$ cat config.mk
export PLATFORM = sky130hd
export DESIGN_NAME = masked_motion_vector_gridder_flat
export DESIGN_NICKNAME = d
export VERILOG_FILES = /design/src/mmvg_pkg.sv /design/src/mmvg_in_if.sv /design/src/mmvg_out_if.sv /design/src/mmvg_cfg.sv /design/src/mmvg_datapath.sv /design/src/mmvg_ctrl.sv /design/src/masked_motion_vector_gridder.sv /design/src/flat_wrapper.sv
export VERILOG_INCLUDE_DIRS = /design/src /design/src/src
export SDC_FILE = /design/constraint.sdc
export NUM_CORES = 2
export LEC_CHECK = 0
export BUFFER_PORTS_ARGS = -buffer_cell sky130_fd_sc_hd__buf_2
export CAP_MARGIN = 10
export CELL_PAD_IN_SITES_DETAIL_PLACEMENT = 0
export CELL_PAD_IN_SITES_GLOBAL_PLACEMENT = 1
export CORE_UTILIZATION = 30
export CTS_CLUSTER_DIAMETER = 40
export DETAILED_ROUTE_END_ITERATION = 16
export HOLD_SLACK_MARGIN = 0.06
export PLACE_DENSITY = 0.56
export SKIP_CTS_REPAIR_TIMING = 1
export SLEW_MARGIN = 20
export SYNTH_ARGS = -nofsm -noshare
export SYNTH_HDL_FRONTEND = slang
export SYNTH_HIERARCHICAL = 1
export SYNTH_SLANG_ARGS = --single-unit
$ cat constraint.sdc
create_clock -name clk_i -period 8.4 [get_ports clk_i]
set_input_delay 0.42 -clock clk_i [delete_from_list [all_inputs] [get_ports clk_i]]
set_output_delay 0.42 -clock clk_i [all_outputs]
set_load 0.05 [all_outputs]
$ cat src/masked_motion_vector_gridder_assert.svh
// Assertion helpers used by the controller RTL.
`ifndef MASKED_MOTION_VECTOR_GRIDDER_ASSERT_SVH
`define MASKED_MOTION_VECTOR_GRIDDER_ASSERT_SVH

// Same-cycle implication, sampled on clk_i, off while rst_ni is low.
`define MMVG_ASSERT_IMP(lbl, ante, cons, msg) \
  lbl: assert property (@(posedge clk_i) disable iff (!rst_ni) (ante) |-> (cons)) \
    else $error(msg);

// Next-cycle implication, sampled on clk_i, off while rst_ni is low.
`define MMVG_ASSERT_NXT(lbl, ante, cons, msg) \
  lbl: assert property (@(posedge clk_i) disable iff (!rst_ni) (ante) |=> (cons)) \
    else $error(msg);

`endif

$ cat src/mmvg_pkg.sv
package mmvg_pkg;

  localparam int NUM_POLY_REGS = 4;
  localparam int CFG_IDX_W     = 3;
  localparam int CFG_DATA_W    = 28;
  localparam int SHIFT_W       = 3;
  localparam int DIM_W         = 11;
  localparam int DIM_MAX       = 1024;
  localparam int THR_W         = 28;
  localparam int POLY_CNT_W    = 5;
  localparam int CELL_W        = 10;
  localparam int VEC_W         = 15;
  localparam int SQ_W          = 27;
  localparam int PX_W          = 18;

  localparam logic [SHIFT_W-1:0] RST_GRID_SHIFT = 3'd4;
  localparam logic [DIM_W-1:0]   RST_GRID_COLS  = 11'd120;
  localparam logic [DIM_W-1:0]   RST_GRID_ROWS  = 11'd68;
  localparam logic [THR_W-1:0]   RST_MAG_THR    = 28'd9;

  typedef enum logic [CFG_IDX_W-1:0] {
    CFG_GRID_SHIFT = 3'd0,
    CFG_GRID_COLS  = 3'd1,
    CFG_GRID_ROWS  = 3'd2,
    CFG_MAG_THR    = 3'd3,
    CFG_POLY0      = 3'd4,
    CFG_POLY1      = 3'd5,
    CFG_POLY2      = 3'd6,
    CFG_POLY3      = 3'd7
  } cfg_idx_e;

  typedef enum logic {
    ACT_LOAD   = 1'b0,
    ACT_VECTOR = 1'b1
  } act_e;

  typedef enum logic [2:0] {
    ST_IDLE,
    ST_SETUP,
    ST_INIT,
    ST_EDGE,
    ST_DRAIN,
    ST_FINISH
  } ctrl_state_e;

  typedef struct packed {
    logic [SHIFT_W-1:0]                       grid_shift;
    logic [DIM_W-1:0]                         grid_cols;
    logic [DIM_W-1:0]                         grid_rows;
    logic [THR_W-1:0]                         mag_thr;
    logic [NUM_POLY_REGS-1:0][POLY_CNT_W-1:0] poly_vtx;
  } cfg_t;

  typedef struct packed {
    logic load;        // vertex write this cycle
    logic capture;     // take in a vector
    logic setup;       // pixel position and squares
    logic poly_start;  // clear crossing parity
    logic rd_en;       // vertex table read
    logic rd_first;    // read is the closing vertex, no edge yet
    logic poly_done;   // fold parity into masked flag
    logic finish;      // load the output register
  } cmd_t;

  typedef struct packed {
    logic busy;      // edge pipeline holds work
    logic parity;    // crossing parity of current polygon
    logic out_full;  // output register cannot take a result
  } sts_t;

endpackage

$ cat src/mmvg_in_if.sv
interface mmvg_in_if;
  logic               valid;
  logic               ready;
  logic               action;
  logic [5:0]         vertex_slot;
  logic [12:0]        vertex_x;
  logic [12:0]        vertex_y;
  logic signed [15:0] mvx;
  logic signed [15:0] mvy;
  logic signed [1:0]  source_sign;
  logic signed [15:0] dest_x;
  logic signed [15:0] dest_y;

  modport source (
    output valid, action, vertex_slot, vertex_x, vertex_y,
    output mvx, mvy, source_sign, dest_x, dest_y,
    input  ready
  );
  modport sink (
    input  valid, action, vertex_slot, vertex_x, vertex_y,
    input  mvx, mvy, source_sign, dest_x, dest_y,
    output ready
  );
endinterface

$ cat src/mmvg_out_if.sv
interface mmvg_out_if;
  logic               valid;
  logic               ready;
  logic [9:0]         cell_row;
  logic [9:0]         cell_col;
  logic signed [14:0] vec_dx;
  logic signed [14:0] vec_dy;
  logic               masked;
  logic               accepted;

  modport source (
    output valid, cell_row, cell_col, vec_dx, vec_dy, masked, accepted,
    input  ready
  );
  modport sink (
    input  valid, cell_row, cell_col, vec_dx, vec_dy, masked, accepted,
    output ready
  );
endinterface

$ cat src/mmvg_cfg.sv
module mmvg_cfg (
  input  logic                             clk_i,
  input  logic                             rst_ni,
  input  logic                             cfg_we_i,
  input  logic [mmvg_pkg::CFG_IDX_W-1:0]   cfg_idx_i,
  input  logic [mmvg_pkg::CFG_DATA_W-1:0]  cfg_wdata_i,
  output mmvg_pkg::cfg_t                   cfg_o
);
  import mmvg_pkg::*;

  cfg_t cfg_q, cfg_d;

  always_comb begin
    cfg_d = cfg_q;
    if (cfg_we_i) begin
      case (cfg_idx_e'(cfg_idx_i))
        CFG_GRID_SHIFT: cfg_d.grid_shift  = cfg_wdata_i[SHIFT_W-1:0];
        CFG_GRID_COLS:  cfg_d.grid_cols   = cfg_wdata_i[DIM_W-1:0];
        CFG_GRID_ROWS:  cfg_d.grid_rows   = cfg_wdata_i[DIM_W-1:0];
        CFG_MAG_THR:    cfg_d.mag_thr     = cfg_wdata_i[THR_W-1:0];
        CFG_POLY0:      cfg_d.poly_vtx[0] = cfg_wdata_i[POLY_CNT_W-1:0];
        CFG_POLY1:      cfg_d.poly_vtx[1] = cfg_wdata_i[POLY_CNT_W-1:0];
        CFG_POLY2:      cfg_d.poly_vtx[2] = cfg_wdata_i[POLY_CNT_W-1:0];
        CFG_POLY3:      cfg_d.poly_vtx[3] = cfg_wdata_i[POLY_CNT_W-1:0];
        default: ;
      endcase
    end
  end

  always_ff @(posedge clk_i or negedge rst_ni) begin
    if (!rst_ni) begin
      cfg_q            <= '0;
      cfg_q.grid_shift <= RST_GRID_SHIFT;
      cfg_q.grid_cols  <= RST_GRID_COLS;
      cfg_q.grid_rows  <= RST_GRID_ROWS;
      cfg_q.mag_thr    <= RST_MAG_THR;
    end else begin
      cfg_q <= cfg_d;
    end
  end

  assign cfg_o = cfg_q;

endmodule

$ cat src/mmvg_datapath.sv
module mmvg_datapath #(
  parameter int MAX_POLYGONS = 4,
  parameter int MAX_VERTICES = 16,
  parameter int COORD_BITS   = 13,
  localparam int Depth = MAX_POLYGONS * MAX_VERTICES,
  localparam int AddrW = $clog2(Depth)
) (
  input  logic                clk_i,
  input  logic                rst_ni,
  input  mmvg_pkg::cmd_t      cmd_i,
  input  mmvg_pkg::cfg_t      cfg_i,
  input  logic [AddrW-1:0]    rd_addr_i,
  input  logic [5:0]          vertex_slot_i,
  input  logic [12:0]         vertex_x_i,
  input  logic [12:0]         vertex_y_i,
  input  logic signed [15:0]  mvx_i,
  input  logic signed [15:0]  mvy_i,
  input  logic signed [1:0]   source_sign_i,
  input  logic signed [15:0]  dest_x_i,
  input  logic signed [15:0]  dest_y_i,
  input  logic                out_ready_i,
  output logic                out_valid_o,
  output logic [9:0]          cell_row_o,
  output logic [9:0]          cell_col_o,
  output logic signed [14:0]  vec_dx_o,
  output logic signed [14:0]  vec_dy_o,
  output logic                masked_o,
  output logic                accepted_o,
  output mmvg_pkg::sts_t      sts_o
);
  import mmvg_pkg::*;

  localparam int DW    = ((COORD_BITS + 1 > PX_W) ? COORD_BITS + 1 : PX_W) + 1;
  localparam int ProdW = 2 * DW;

  function automatic logic [CELL_W-1:0] last_cell(input logic [DIM_W-1:0] dim);
    logic [DIM_W-1:0] dm1;
    begin
      dm1 = dim - DIM_W'(1);
      if (dim == '0) return '0;
      if (dim > DIM_W'(DIM_MAX)) return CELL_W'(DIM_MAX - 1);
      return dm1[CELL_W-1:0];
    end
  endfunction

  function automatic logic [CELL_W-1:0] map_cell(input logic signed [15:0] d,
                                                 input logic [SHIFT_W-1:0] sh,
                                                 input logic [CELL_W-1:0] last);
    logic [14:0] c;
    begin
      c = d[14:0] >> sh;
      if (d[15]) return last;
      if (c > 15'(last)) return last;
      return c[CELL_W-1:0];
    end
  endfunction

  function automatic logic signed [VEC_W-1:0] scale(input logic signed [15:0] m,
                                                    input logic signed [1:0] s);
    logic signed [15:0]      q;
    logic signed [VEC_W-1:0] v;
    begin
      q = m >>> 2;
      v = VEC_W'(q);
      if (s[1]) return -v;
      if (s[0]) return v;
      return '0;
    end
  endfunction

  // vertex tables
  logic [COORD_BITS-1:0] mem_x_q [Depth];
  logic [COORD_BITS-1:0] mem_y_q [Depth];
  logic [COORD_BITS-1:0] vx_q, vy_q, prev_x_q, prev_y_q;
  logic                  slot_ok;
  logic [AddrW-1:0]      wr_addr;

  assign slot_ok = int'(vertex_slot_i) < Depth;
  assign wr_addr = AddrW'(vertex_slot_i);

  always_ff @(posedge clk_i) begin
    if (cmd_i.load && slot_ok) begin
      mem_x_q[wr_addr] <= COORD_BITS'(vertex_x_i);
      mem_y_q[wr_addr] <= COORD_BITS'(vertex_y_i);
    end
    if (cmd_i.rd_en) begin
      vx_q <= mem_x_q[rd_addr_i];
      vy_q <= mem_y_q[rd_addr_i];
    end
  end

  // item registers
  logic [CELL_W-1:0]       row_q, col_q;
  logic signed [VEC_W-1:0] dx_q, dy_q;
  logic signed [PX_W-1:0]  px_q, py_q;
  logic [SQ_W-1:0]         sqx_q, sqy_q;
  logic [PX_W-2:0]         pxu, pyu;
  logic signed [2*VEC_W-1:0] sqx_full, sqy_full;

  assign pxu      = (PX_W-1)'(col_q) << cfg_i.grid_shift;
  assign pyu      = (PX_W-1)'(row_q) << cfg_i.grid_shift;
  assign sqx_full = dx_q * dx_q;
  assign sqy_full = dy_q * dy_q;

  always_ff @(posedge clk_i) begin
    if (cmd_i.capture) begin
      row_q <= map_cell(dest_y_i, cfg_i.grid_shift, last_cell(cfg_i.grid_rows));
      col_q <= map_cell(dest_x_i, cfg_i.grid_shift, last_cell(cfg_i.grid_cols));
      dx_q  <= scale(mvx_i, source_sign_i);
      dy_q  <= scale(mvy_i, source_sign_i);
    end
    if (cmd_i.setup) begin
      px_q  <= signed'({1'b0, pxu});
      py_q  <= signed'({1'b0, pyu});
      sqx_q <= sqx_full[SQ_W-1:0];
      sqy_q <= sqy_full[SQ_W-1:0];
    end
  end

  // edge pipeline: read, cross products, compare
  logic                    rdv_q, rdf_q, bv_q, str_q, dpos_q, parity_q, masked_q;
  logic signed [ProdW-1:0] lhs_q, rhs_q, lhs_d, rhs_d;
  logic signed [DW-1:0]    xi, yi, xj, yj, pxs, pys, dy_e, dpx, dxe, dpy;
  logic                    straddle, left;

  always_comb begin
    xi       = signed'(DW'(vx_q));
    yi       = signed'(DW'(vy_q));
    xj       = signed'(DW'(prev_x_q));
    yj       = signed'(DW'(prev_y_q));
    pxs      = DW'(px_q);
    pys      = DW'(py_q);
    dy_e     = yj - yi;
    dpx      = pxs - xi;
    dxe      = xj - xi;
    dpy      = pys - yi;
    lhs_d    = dpx * dy_e;
    rhs_d    = dxe * dpy;
    straddle = ((yi <= pys) && (pys < yj)) || ((yj <= pys) && (pys < yi));
    left     = dpos_q ? (lhs_q < rhs_q) : (lhs_q > rhs_q);
  end

  always_ff @(posedge clk_i) begin
    if (rdv_q) begin
      prev_x_q <= vx_q;
      prev_y_q <= vy_q;
      str_q    <= straddle;
      dpos_q   <= !dy_e[DW-1] && (dy_e != '0);
      lhs_q    <= lhs_d;
      rhs_q    <= rhs_d;
    end
  end

  always_ff @(posedge clk_i or negedge rst_ni) begin
    if (!rst_ni) begin
      rdv_q    <= 1'b0;
      rdf_q    <= 1'b0;
      bv_q     <= 1'b0;
      parity_q <= 1'b0;
      masked_q <= 1'b0;
    end else begin
      rdv_q <= cmd_i.rd_en;
      rdf_q <= cmd_i.rd_first;
      bv_q  <= rdv_q && !rdf_q;
      if (cmd_i.poly_start) begin
        parity_q <= 1'b0;
      end else if (bv_q && str_q && left) begin
        parity_q <= !parity_q;
      end
      if (cmd_i.setup) begin
        masked_q <= 1'b0;
      end else if (cmd_i.poly_done) begin
        masked_q <= masked_q | parity_q;
      end
    end
  end

  // output register
  logic            out_valid_q;
  logic [THR_W-1:0] mag;

  assign mag = THR_W'(sqx_q) + THR_W'(sqy_q);

  always_ff @(posedge clk_i or negedge rst_ni) begin
    if (!rst_ni) begin
      out_valid_q <= 1'b0;
    end else if (cmd_i.finish) begin
      out_valid_q <= 1'b1;
    end else if (out_ready_i) begin
      out_valid_q <= 1'b0;
    end
  end

  always_ff @(posedge clk_i) begin
    if (cmd_i.finish) begin
      cell_row_o <= row_q;
      cell_col_o <= col_q;
      vec_dx_o   <= dx_q;
      vec_dy_o   <= dy_q;
      masked_o   <= masked_q;
      accepted_o <= !masked_q && (mag > cfg_i.mag_thr);
    end
  end

  assign out_valid_o     = out_valid_q;
  assign sts_o.busy      = rdv_q | bv_q;
  assign sts_o.parity    = parity_q;
  assign sts_o.out_full  = out_valid_q & !out_ready_i;

endmodule

$ cat src/mmvg_ctrl.sv
`include "masked_motion_vector_gridder_assert.svh"

module mmvg_ctrl #(
  parameter int MAX_POLYGONS = 4,
  parameter int MAX_VERTICES = 16,
  localparam int Depth = MAX_POLYGONS * MAX_VERTICES,
  localparam int AddrW = $clog2(Depth)
) (
  input  logic               clk_i,
  input  logic               rst_ni,
  input  mmvg_pkg::cfg_t     cfg_i,
  input  logic               in_valid_i,
  input  logic               in_action_i,
  output logic               in_ready_o,
  input  mmvg_pkg::sts_t     sts_i,
  output mmvg_pkg::cmd_t     cmd_o,
  output logic [AddrW-1:0]   rd_addr_o
);
  import mmvg_pkg::*;

  localparam int PolyW = (MAX_POLYGONS > 1) ? $clog2(MAX_POLYGONS) : 1;
  localparam int CntW  = $clog2(MAX_VERTICES + 1);

  ctrl_state_e            state_q, state_d;
  logic [PolyW-1:0]       poly_q, poly_d;
  logic [AddrW-1:0]       base_q, base_d;
  logic [CntW-1:0]        vtx_q, vtx_d, n_q, n_d, cnt;
  logic [POLY_CNT_W-1:0]  raw;
  logic                   last_poly;

  always_comb begin
    raw = '0;
    for (int k = 0; k < NUM_POLY_REGS; k++) begin
      if (int'(poly_q) == k) raw = cfg_i.poly_vtx[k];
    end
    cnt = (int'(raw) > MAX_VERTICES) ? CntW'(MAX_VERTICES) : CntW'(raw);
  end

  assign last_poly = int'(poly_q) == MAX_POLYGONS - 1;

  always_comb begin
    state_d    = state_q;
    poly_d     = poly_q;
    base_d     = base_q;
    vtx_d      = vtx_q;
    n_d        = n_q;
    cmd_o      = '0;
    rd_addr_o  = '0;
    in_ready_o = 1'b0;
    case (state_q)
      ST_IDLE: begin
        in_ready_o = 1'b1;
        if (in_valid_i) begin
          if (in_action_i == ACT_VECTOR) begin
            cmd_o.capture = 1'b1;
            state_d       = ST_SETUP;
          end else begin
            cmd_o.load = 1'b1;
          end
        end
      end
      ST_SETUP: begin
        cmd_o.setup = 1'b1;
        poly_d      = '0;
        base_d      = '0;
        state_d     = ST_INIT;
      end
      ST_INIT: begin
        if (cnt == '0) begin
          if (last_poly) begin
            state_d = ST_FINISH;
          end else begin
            poly_d = poly_q + PolyW'(1);
            base_d = AddrW'(int'(base_q) + MAX_VERTICES);
          end
        end else begin
          cmd_o.poly_start = 1'b1;
          cmd_o.rd_en      = 1'b1;
          cmd_o.rd_first   = 1'b1;
          rd_addr_o        = AddrW'(int'(base_q) + int'(cnt) - 1);
          vtx_d            = '0;
          n_d              = cnt;
          state_d          = ST_EDGE;
        end
      end
      ST_EDGE: begin
        cmd_o.rd_en = 1'b1;
        rd_addr_o   = AddrW'(int'(base_q) + int'(vtx_q));
        vtx_d       = vtx_q + CntW'(1);
        if (vtx_q == n_q - CntW'(1)) state_d = ST_DRAIN;
      end
      ST_DRAIN: begin
        if (!sts_i.busy) begin
          cmd_o.poly_done = 1'b1;
          if (sts_i.parity || last_poly) begin
            state_d = ST_FINISH;
          end else begin
            poly_d  = poly_q + PolyW'(1);
            base_d  = AddrW'(int'(base_q) + MAX_VERTICES);
            state_d = ST_INIT;
          end
        end
      end
      ST_FINISH: begin
        if (!sts_i.out_full) begin
          cmd_o.finish = 1'b1;
          state_d      = ST_IDLE;
        end
      end
      default: state_d = ST_IDLE;
    endcase
  end

  always_ff @(posedge clk_i or negedge rst_ni) begin
    if (!rst_ni) begin
      state_q <= ST_IDLE;
      poly_q  <= '0;
      base_q  <= '0;
      vtx_q   <= '0;
      n_q     <= '0;
    end else begin
      state_q <= state_d;
      poly_q  <= poly_d;
      base_q  <= base_d;
      vtx_q   <= vtx_d;
      n_q     <= n_d;
    end
  end

  `MMVG_ASSERT_NXT(a_vec_to_setup, in_valid_i && in_ready_o && (in_action_i == ACT_VECTOR), state_q == ST_SETUP, "vector transfer did not start setup")
  `MMVG_ASSERT_IMP(a_drain_empty, (state_q == ST_DRAIN) && (state_d != ST_DRAIN), !sts_i.busy, "polygon closed with edges in flight")
  `MMVG_ASSERT_IMP(a_rd_range, cmd_o.rd_en, int'(rd_addr_o) < Depth, "vertex read beyond table")
  `MMVG_ASSERT_IMP(a_edge_count, state_q == ST_EDGE, (vtx_q < n_q) && (n_q != '0), "edge index past vertex count")

endmodule

$ cat src/masked_motion_vector_gridder.sv
// Masked motion-vector gridder. Each input transfer either loads one mask
// vertex (action 0) or processes one motion vector (action 1). A load
// gives no result. A vector gives one result: grid cell, scaled vector,
// masked flag and accepted flag. A vector is captured, then set up, then
// tested against each polygon in turn; a polygon with no vertices is
// skipped, and testing stops at the first polygon holding the cell. The
// result then waits until the output register can take it. The single
// vertex-table read port walks one vertex per cycle through a three-stage
// edge pipeline. A finished result sits in the output register, so the
// next item is taken while it waits. Vertex tables are undefined until
// loaded.
module masked_motion_vector_gridder #(
  parameter int MAX_POLYGONS = 4,
  parameter int MAX_VERTICES = 16,
  parameter int COORD_BITS   = 13
) (
  input  logic                            clk_i,
  input  logic                            rst_ni,
  input  logic                            cfg_we_i,
  input  logic [mmvg_pkg::CFG_IDX_W-1:0]  cfg_idx_i,
  input  logic [mmvg_pkg::CFG_DATA_W-1:0] cfg_wdata_i,
  mmvg_in_if.sink                         in_i,
  mmvg_out_if.source                      out_o
);
  import mmvg_pkg::*;

  localparam int Depth = MAX_POLYGONS * MAX_VERTICES;
  localparam int AddrW = $clog2(Depth);

  cfg_t             cfg;
  cmd_t             cmd;
  sts_t             sts;
  logic [AddrW-1:0] rd_addr;

  mmvg_cfg u_cfg (
    .clk_i       (clk_i),
    .rst_ni      (rst_ni),
    .cfg_we_i    (cfg_we_i),
    .cfg_idx_i   (cfg_idx_i),
    .cfg_wdata_i (cfg_wdata_i),
    .cfg_o       (cfg)
  );

  mmvg_ctrl #(
    .MAX_POLYGONS (MAX_POLYGONS),
    .MAX_VERTICES (MAX_VERTICES)
  ) u_ctrl (
    .clk_i       (clk_i),
    .rst_ni      (rst_ni),
    .cfg_i       (cfg),
    .in_valid_i  (in_i.valid),
    .in_action_i (in_i.action),
    .in_ready_o  (in_i.ready),
    .sts_i       (sts),
    .cmd_o       (cmd),
    .rd_addr_o   (rd_addr)
  );

  mmvg_datapath #(
    .MAX_POLYGONS (MAX_POLYGONS),
    .MAX_VERTICES (MAX_VERTICES),
    .COORD_BITS   (COORD_BITS)
  ) u_dp (
    .clk_i         (clk_i),
    .rst_ni        (rst_ni),
    .cmd_i         (cmd),
    .cfg_i         (cfg),
    .rd_addr_i     (rd_addr),
    .vertex_slot_i (in_i.vertex_slot),
    .vertex_x_i    (in_i.vertex_x),
    .vertex_y_i    (in_i.vertex_y),
    .mvx_i         (in_i.mvx),
    .mvy_i         (in_i.mvy),
    .source_sign_i (in_i.source_sign),
    .dest_x_i      (in_i.dest_x),
    .dest_y_i      (in_i.dest_y),
    .out_ready_i   (out_o.ready),
    .out_valid_o   (out_o.valid),
    .cell_row_o    (out_o.cell_row),
    .cell_col_o    (out_o.cell_col),
    .vec_dx_o      (out_o.vec_dx),
    .vec_dy_o      (out_o.vec_dy),
    .masked_o      (out_o.masked),
    .accepted_o    (out_o.accepted),
    .sts_o         (sts)
  );

endmodule
$ cat src/flat_wrapper.sv
// flat-port wrapper written by rule: the top's interface ports become plain ports
module masked_motion_vector_gridder_flat import mmvg_pkg::*;
#(
  parameter int MAX_POLYGONS = 4,
  parameter int MAX_VERTICES = 16,
  parameter int COORD_BITS   = 13
)
  (clk_i, rst_ni, cfg_we_i, cfg_idx_i, cfg_wdata_i, in_i_valid, in_i_action, in_i_vertex_slot, in_i_vertex_x, in_i_vertex_y, in_i_mvx, in_i_mvy, in_i_source_sign, in_i_dest_x, in_i_dest_y, in_i_ready, out_o_valid, out_o_cell_row, out_o_cell_col, out_o_vec_dx, out_o_vec_dy, out_o_masked, out_o_accepted, out_o_ready);
  mmvg_in_if in_i_i ();
  mmvg_out_if out_o_i ();
  input  logic clk_i;
  input  logic rst_ni;
  input  logic cfg_we_i;
  input  logic [mmvg_pkg::CFG_IDX_W-1:0] cfg_idx_i;
  input  logic [mmvg_pkg::CFG_DATA_W-1:0] cfg_wdata_i;
  input wire logic [$bits(in_i_i.valid)-1:0] in_i_valid;
  input wire logic [$bits(in_i_i.action)-1:0] in_i_action;
  input wire logic [$bits(in_i_i.vertex_slot)-1:0] in_i_vertex_slot;
  input wire logic [$bits(in_i_i.vertex_x)-1:0] in_i_vertex_x;
  input wire logic [$bits(in_i_i.vertex_y)-1:0] in_i_vertex_y;
  input wire logic [$bits(in_i_i.mvx)-1:0] in_i_mvx;
  input wire logic [$bits(in_i_i.mvy)-1:0] in_i_mvy;
  input wire logic [$bits(in_i_i.source_sign)-1:0] in_i_source_sign;
  input wire logic [$bits(in_i_i.dest_x)-1:0] in_i_dest_x;
  input wire logic [$bits(in_i_i.dest_y)-1:0] in_i_dest_y;
  output wire logic [$bits(in_i_i.ready)-1:0] in_i_ready;
  output wire logic [$bits(out_o_i.valid)-1:0] out_o_valid;
  output wire logic [$bits(out_o_i.cell_row)-1:0] out_o_cell_row;
  output wire logic [$bits(out_o_i.cell_col)-1:0] out_o_cell_col;
  output wire logic [$bits(out_o_i.vec_dx)-1:0] out_o_vec_dx;
  output wire logic [$bits(out_o_i.vec_dy)-1:0] out_o_vec_dy;
  output wire logic [$bits(out_o_i.masked)-1:0] out_o_masked;
  output wire logic [$bits(out_o_i.accepted)-1:0] out_o_accepted;
  input wire logic [$bits(out_o_i.ready)-1:0] out_o_ready;
  assign in_i_i.valid = in_i_valid;
  assign in_i_i.action = in_i_action;
  assign in_i_i.vertex_slot = in_i_vertex_slot;
  assign in_i_i.vertex_x = in_i_vertex_x;
  assign in_i_i.vertex_y = in_i_vertex_y;
  assign in_i_i.mvx = in_i_mvx;
  assign in_i_i.mvy = in_i_mvy;
  assign in_i_i.source_sign = in_i_source_sign;
  assign in_i_i.dest_x = in_i_dest_x;
  assign in_i_i.dest_y = in_i_dest_y;
  assign in_i_ready = in_i_i.ready;
  assign out_o_valid = out_o_i.valid;
  assign out_o_cell_row = out_o_i.cell_row;
  assign out_o_cell_col = out_o_i.cell_col;
  assign out_o_vec_dx = out_o_i.vec_dx;
  assign out_o_vec_dy = out_o_i.vec_dy;
  assign out_o_masked = out_o_i.masked;
  assign out_o_accepted = out_o_i.accepted;
  assign out_o_i.ready = out_o_ready;
  masked_motion_vector_gridder #(.MAX_POLYGONS(MAX_POLYGONS), .MAX_VERTICES(MAX_VERTICES), .COORD_BITS(COORD_BITS)) u_core (.clk_i(clk_i), .rst_ni(rst_ni), .cfg_we_i(cfg_we_i), .cfg_idx_i(cfg_idx_i), .cfg_wdata_i(cfg_wdata_i), .in_i(in_i_i), .out_o(out_o_i));
endmodule
==> metrics.csv <==
stage,metric,value,unit
run_status,status,"finished, final reports clean",
global_routing,vias in the first global route,71400,
timing,Final Critical Period,8.14,ns
worst_setup_path,worst r2r src,u_core/u_dp/py_q[0],
timing,fin. max-slew vios,0,
floorplan,DIE HEIGHT,629,µm
synth,Post-Syn Nets,9486,
timing,relative slew slack,0.263,
route,number of remaining DRC errors,0,
worst_setup_path,"most used cell, CP",fa_1,
clock_tree,Num CTS Buffers,306,
timing,hold slack,0.0649,ns
synth,Post-Synth Adder-Cell Area,0.197,
route,met1 wire length,144,mm
synth,Cell variety after synth,100,
clock_tree,CTS Sinks,2066,
clock_tree,"CTS clk-pin slew, worst paths",0.05,ns
synth,multiplexer share of the synthesized area,0.120,
route,initial DRC count,4755,
route,met3 routed WL,16.2,mm
global_routing,grt total ovfl,0,
worst_setup_path,RR Endpoint,u_core/u_dp/rhs_q[31],
synth,cell accounting for the most synthesized area,edfxtp_1,
floorplan,Starting Density,0.303,
route,post-route antenna net violation count,0,
synth,Cells after Synth,8008,
clock_tree,CTS tree,done,
hold_path,hold depth,3,
timing,Setup Skew,0.112,ns
timing,final setup fails,0,
worst_setup_path,"logic depth of the worst path, buffers included",36,
route,Via Count,67700,
floorplan,# IOs,189,
timing,Worst-Margin Slew,1.10,ns
synth,Synth top cells by count,"edfxtp_1 (1970), inv_1 (1175), fa_1 (853), mux4_2 (548), nand2_1 (521)",
flow_run,Max-cap violations,0,
worst_setup_path,Worst path max stage delay,0.58,ns
synth,asr flop ratio synth,0.0465,
worst_setup_path,Critical Path End Type,flip-flop,
timing,Tcrit/Tclk final,0.969,
route,top layer in use,met5,
synth,main combinational cell family by area after synthesis,adder cells,
synth,Syn. warnings,6,
finish,share of layout cells above drive strength 1,0.207,
synth,XOR/XNOR share of the synthesized area,0.0205,
synth,number of synthesized register bits,2066,
worst_setup_path,worst endpoint data arrival time,8.64,ns
route,met2 routed WL,155,mm
global_routing,Total GRT Usage,0.161,
worst_setup_path,cells on worst reg2reg path,36,
global_routing,global-route wire length before repair,475,mm
hold_path,worst hold endpoint,u_core/u_dp/dx_q[5],
route,drt pass-1 iters,5,
floorplan,Floorplan Core Area,0.390,mm²
placed_design,pre-CTS WS,-0.0919,ns
floorplan,Die Area,0.396,mm²
synth,most common cell in the netlist,edfxtp_1,
synth,Post-synth EDFFs,1970,
hold_path,hold path startpoint,in_i_mvx[7],
clock_tree,Max Root-Sink Buffers,4,
route,Via density,4.81,
placed_design,I/O Buffers,184,
route,Total Wirelength,323,mm
synth,top_reg_cell synth,edfxtp_1,
worst_setup_path,WP data required,8.90,ns
worst_setup_path,"delay-heaviest family, CP",adder cells,
floorplan,row cnt,229,
clock_tree,H-tree depth,5,
global_routing,initial antenna violation count,38,
synth,post-synthesis sequential area ratio,0.522,
clock_tree,root buf cell,clkbuf_16,
global_routing,largest net degree at the start of global routing,77,
placed_design,post-detail-place hpwl,218,mm
synth,top post-synthesis cells by area,"edfxtp_1 (50%), fa_1 (14%), mux4_2 (10%), ha_1 (5.2%), inv_1 (3.7%)",
placed_design,gpl congestion,0.820,
timing,final setup margin,0.264,ns
finish,Area Overhead vs Synth,17.8,%
worst_setup_path,Startpoint Class,flip-flop,
timing,final count of hold timing violations,0,
worst_setup_path,Worst Path Buf+Inv,9,
worst_setup_path,slowest CP cell,fa_1,
worst_setup_path,worst-path maximum fanout,5,
worst_setup_path,critical path class,reg -> reg,
finish,Final Core Density,0.356,
timing,Setup Total Neg Slack,0,ns
synth,Synth Area in Compound Gates,0.0367,
timing,RSZ-0062 raised after global routing,yes,
floorplan,Die Wd,629,µm
clock_tree,Worst-Skew Late Latency,0.88,ns
hold_path,Worst Hold Class,in -> reg,
synth,Synth top area share,0.501,
synth,Mapped Area,0.118,mm²
finish,fin nets,10100,
synth,synthesized area per cell,14.7,µm²
route,drt wl/cell,22.9,µm
worst_setup_path,R2R Setup Slk,0.26,ns
timing,Fmax,123,MHz
synth,Post-Synth Simple-Gate Area,0.0579,
[logic make-up (layout without fill, tap and decap cells)]
| family | Yosys count | count (layout) |
|---|---|---|
| adders and majority gates | 1343 | 1343 |
| DFF | 2066 | 2066 |
| other | 0 | 17 |
| muxes | 710 | 710 |
| AOI/OAI and AO/OA | 671 | 671 |
| buffers and inverters | 1438 | 2289 |
| and+or+nand+nor | 1505 | 1505 |
| xor gates and xnor gates | 275 | 275 |
[metrics by stage]
step | area (µm²) | instances
5_1_grt | 139000 | 14100
3_5_place_dp | 128000 | 13400
6_report | 139000 | 14100
2_1_floorplan | 118000 | 8008
3_3_place_gp | 127000 | 13400
4_1_cts | 138000 | 14000
[layout by cell type (no fill, tap or decap), drive strengths merged, types with 10 or more instances in the layout]
cell type / Yosys / layout
dfrtp: 87 / 87
or2: 16 / 16
clkinv: 3 / 109
mux2i: 49 / 49
mux2: 113 / 113
mux4: 548 / 548
nor3: 59 / 59
o211ai: 13 / 13
a21oi: 209 / 209
buf: 79 / 499
and2: 117 / 117
a211oi: 16 / 16
diode: 0 / 17
o21ai: 156 / 156
and3: 22 / 22
or3: 18 / 18
dlygate4sd3: 0 / 59
a211o: 10 / 10
ha: 490 / 490
nand4: 33 / 33
o21a: 43 / 43
edfxtp: 1970 / 1970
o31ai: 12 / 12
fa: 853 / 853
nor2b: 53 / 53
a31oi: 20 / 20
nand2: 522 / 522
xor2: 87 / 87
nand3b: 11 / 11
a21o: 77 / 77
nand3: 54 / 54
nor2: 494 / 494
xnor2: 188 / 188
o21bai: 20 / 20
nor4: 14 / 14
inv: 1178 / 1220
clkinvlp: 0 / 34
bufinv: 0 / 34
nand2b: 64 / 64
clkbuf: 178 / 334
[worst min-delay path: stages]
cell,delay (ns)
buf_2,0.11
inv_1,0.07
o22ai_1,0.16
[worst max-delay path by stage]
stage,start,to,slack (ns)
floorplan,u_core/u_dp/py_q[0],u_core/u_dp/rhs_q[31],0.05
global placement,u_core/u_dp/vx_q[0],u_core/u_dp/rhs_q[31],-0.16
detailed placement,u_core/u_dp/py_q[0],u_core/u_dp/rhs_q[31],-0.09
CTS,u_core/u_dp/py_q[0],u_core/u_dp/rhs_q[31],-0.14
global route,u_core/u_dp/py_q[0],u_core/u_dp/rhs_q[31],-0.06
finish,u_core/u_dp/py_q[0],u_core/u_dp/rhs_q[31],0.26
[metal layers]
layer	track usage	vias to the layer above
met5	0	-
met4	0.0344	16
met3	0.0199	454
met2	0.267	1667
met1	0.226	35700
li1	-	29800
[flip-flops by register name, summed over array words and instances (netlist names), 13 cells and up]
register and cells:
u_core/u_dp/lhs_q 32, u_core/u_dp/py_q 17, u_core/u_dp/vec_dy_o 15, u_core/u_dp/vx_q 13, u_core/u_cfg/cfg_o 73, u_core/u_dp/sqx_q 26
u_core/u_dp/px_q 17, u_core/u_dp/mem_y_q 832, u_core/u_dp/mem_x_q 832, u_core/u_dp/prev_y_q 13, u_core/u_dp/dy_q 15, u_core/u_dp/vec_dx_o 15
u_core/u_dp/vy_q 13, u_core/u_dp/rhs_q 32, u_core/u_dp/dx_q 15, u_core/u_dp/sqy_q 26, u_core/u_dp/prev_x_q 13
[area by class of cell]
cell class | count | area (µm²)
Antenna cell | 17 | 42.5
Clock buffer | 334 | 7920
Clock inverter | 216 | 2340
Fill cell | 37500 | 251000
Inverter | 1181 | 4440
Multi-Input combinational cell | 4504 | 52000
Sequential cell | 2066 | 61600
Tap cell | 5197 | 6500
Timing Repair Buffer | 558 | 4250
Power is not shown: default switching activity piles up to over one toggle a cycle in this logic, so the estimate is an artifact.
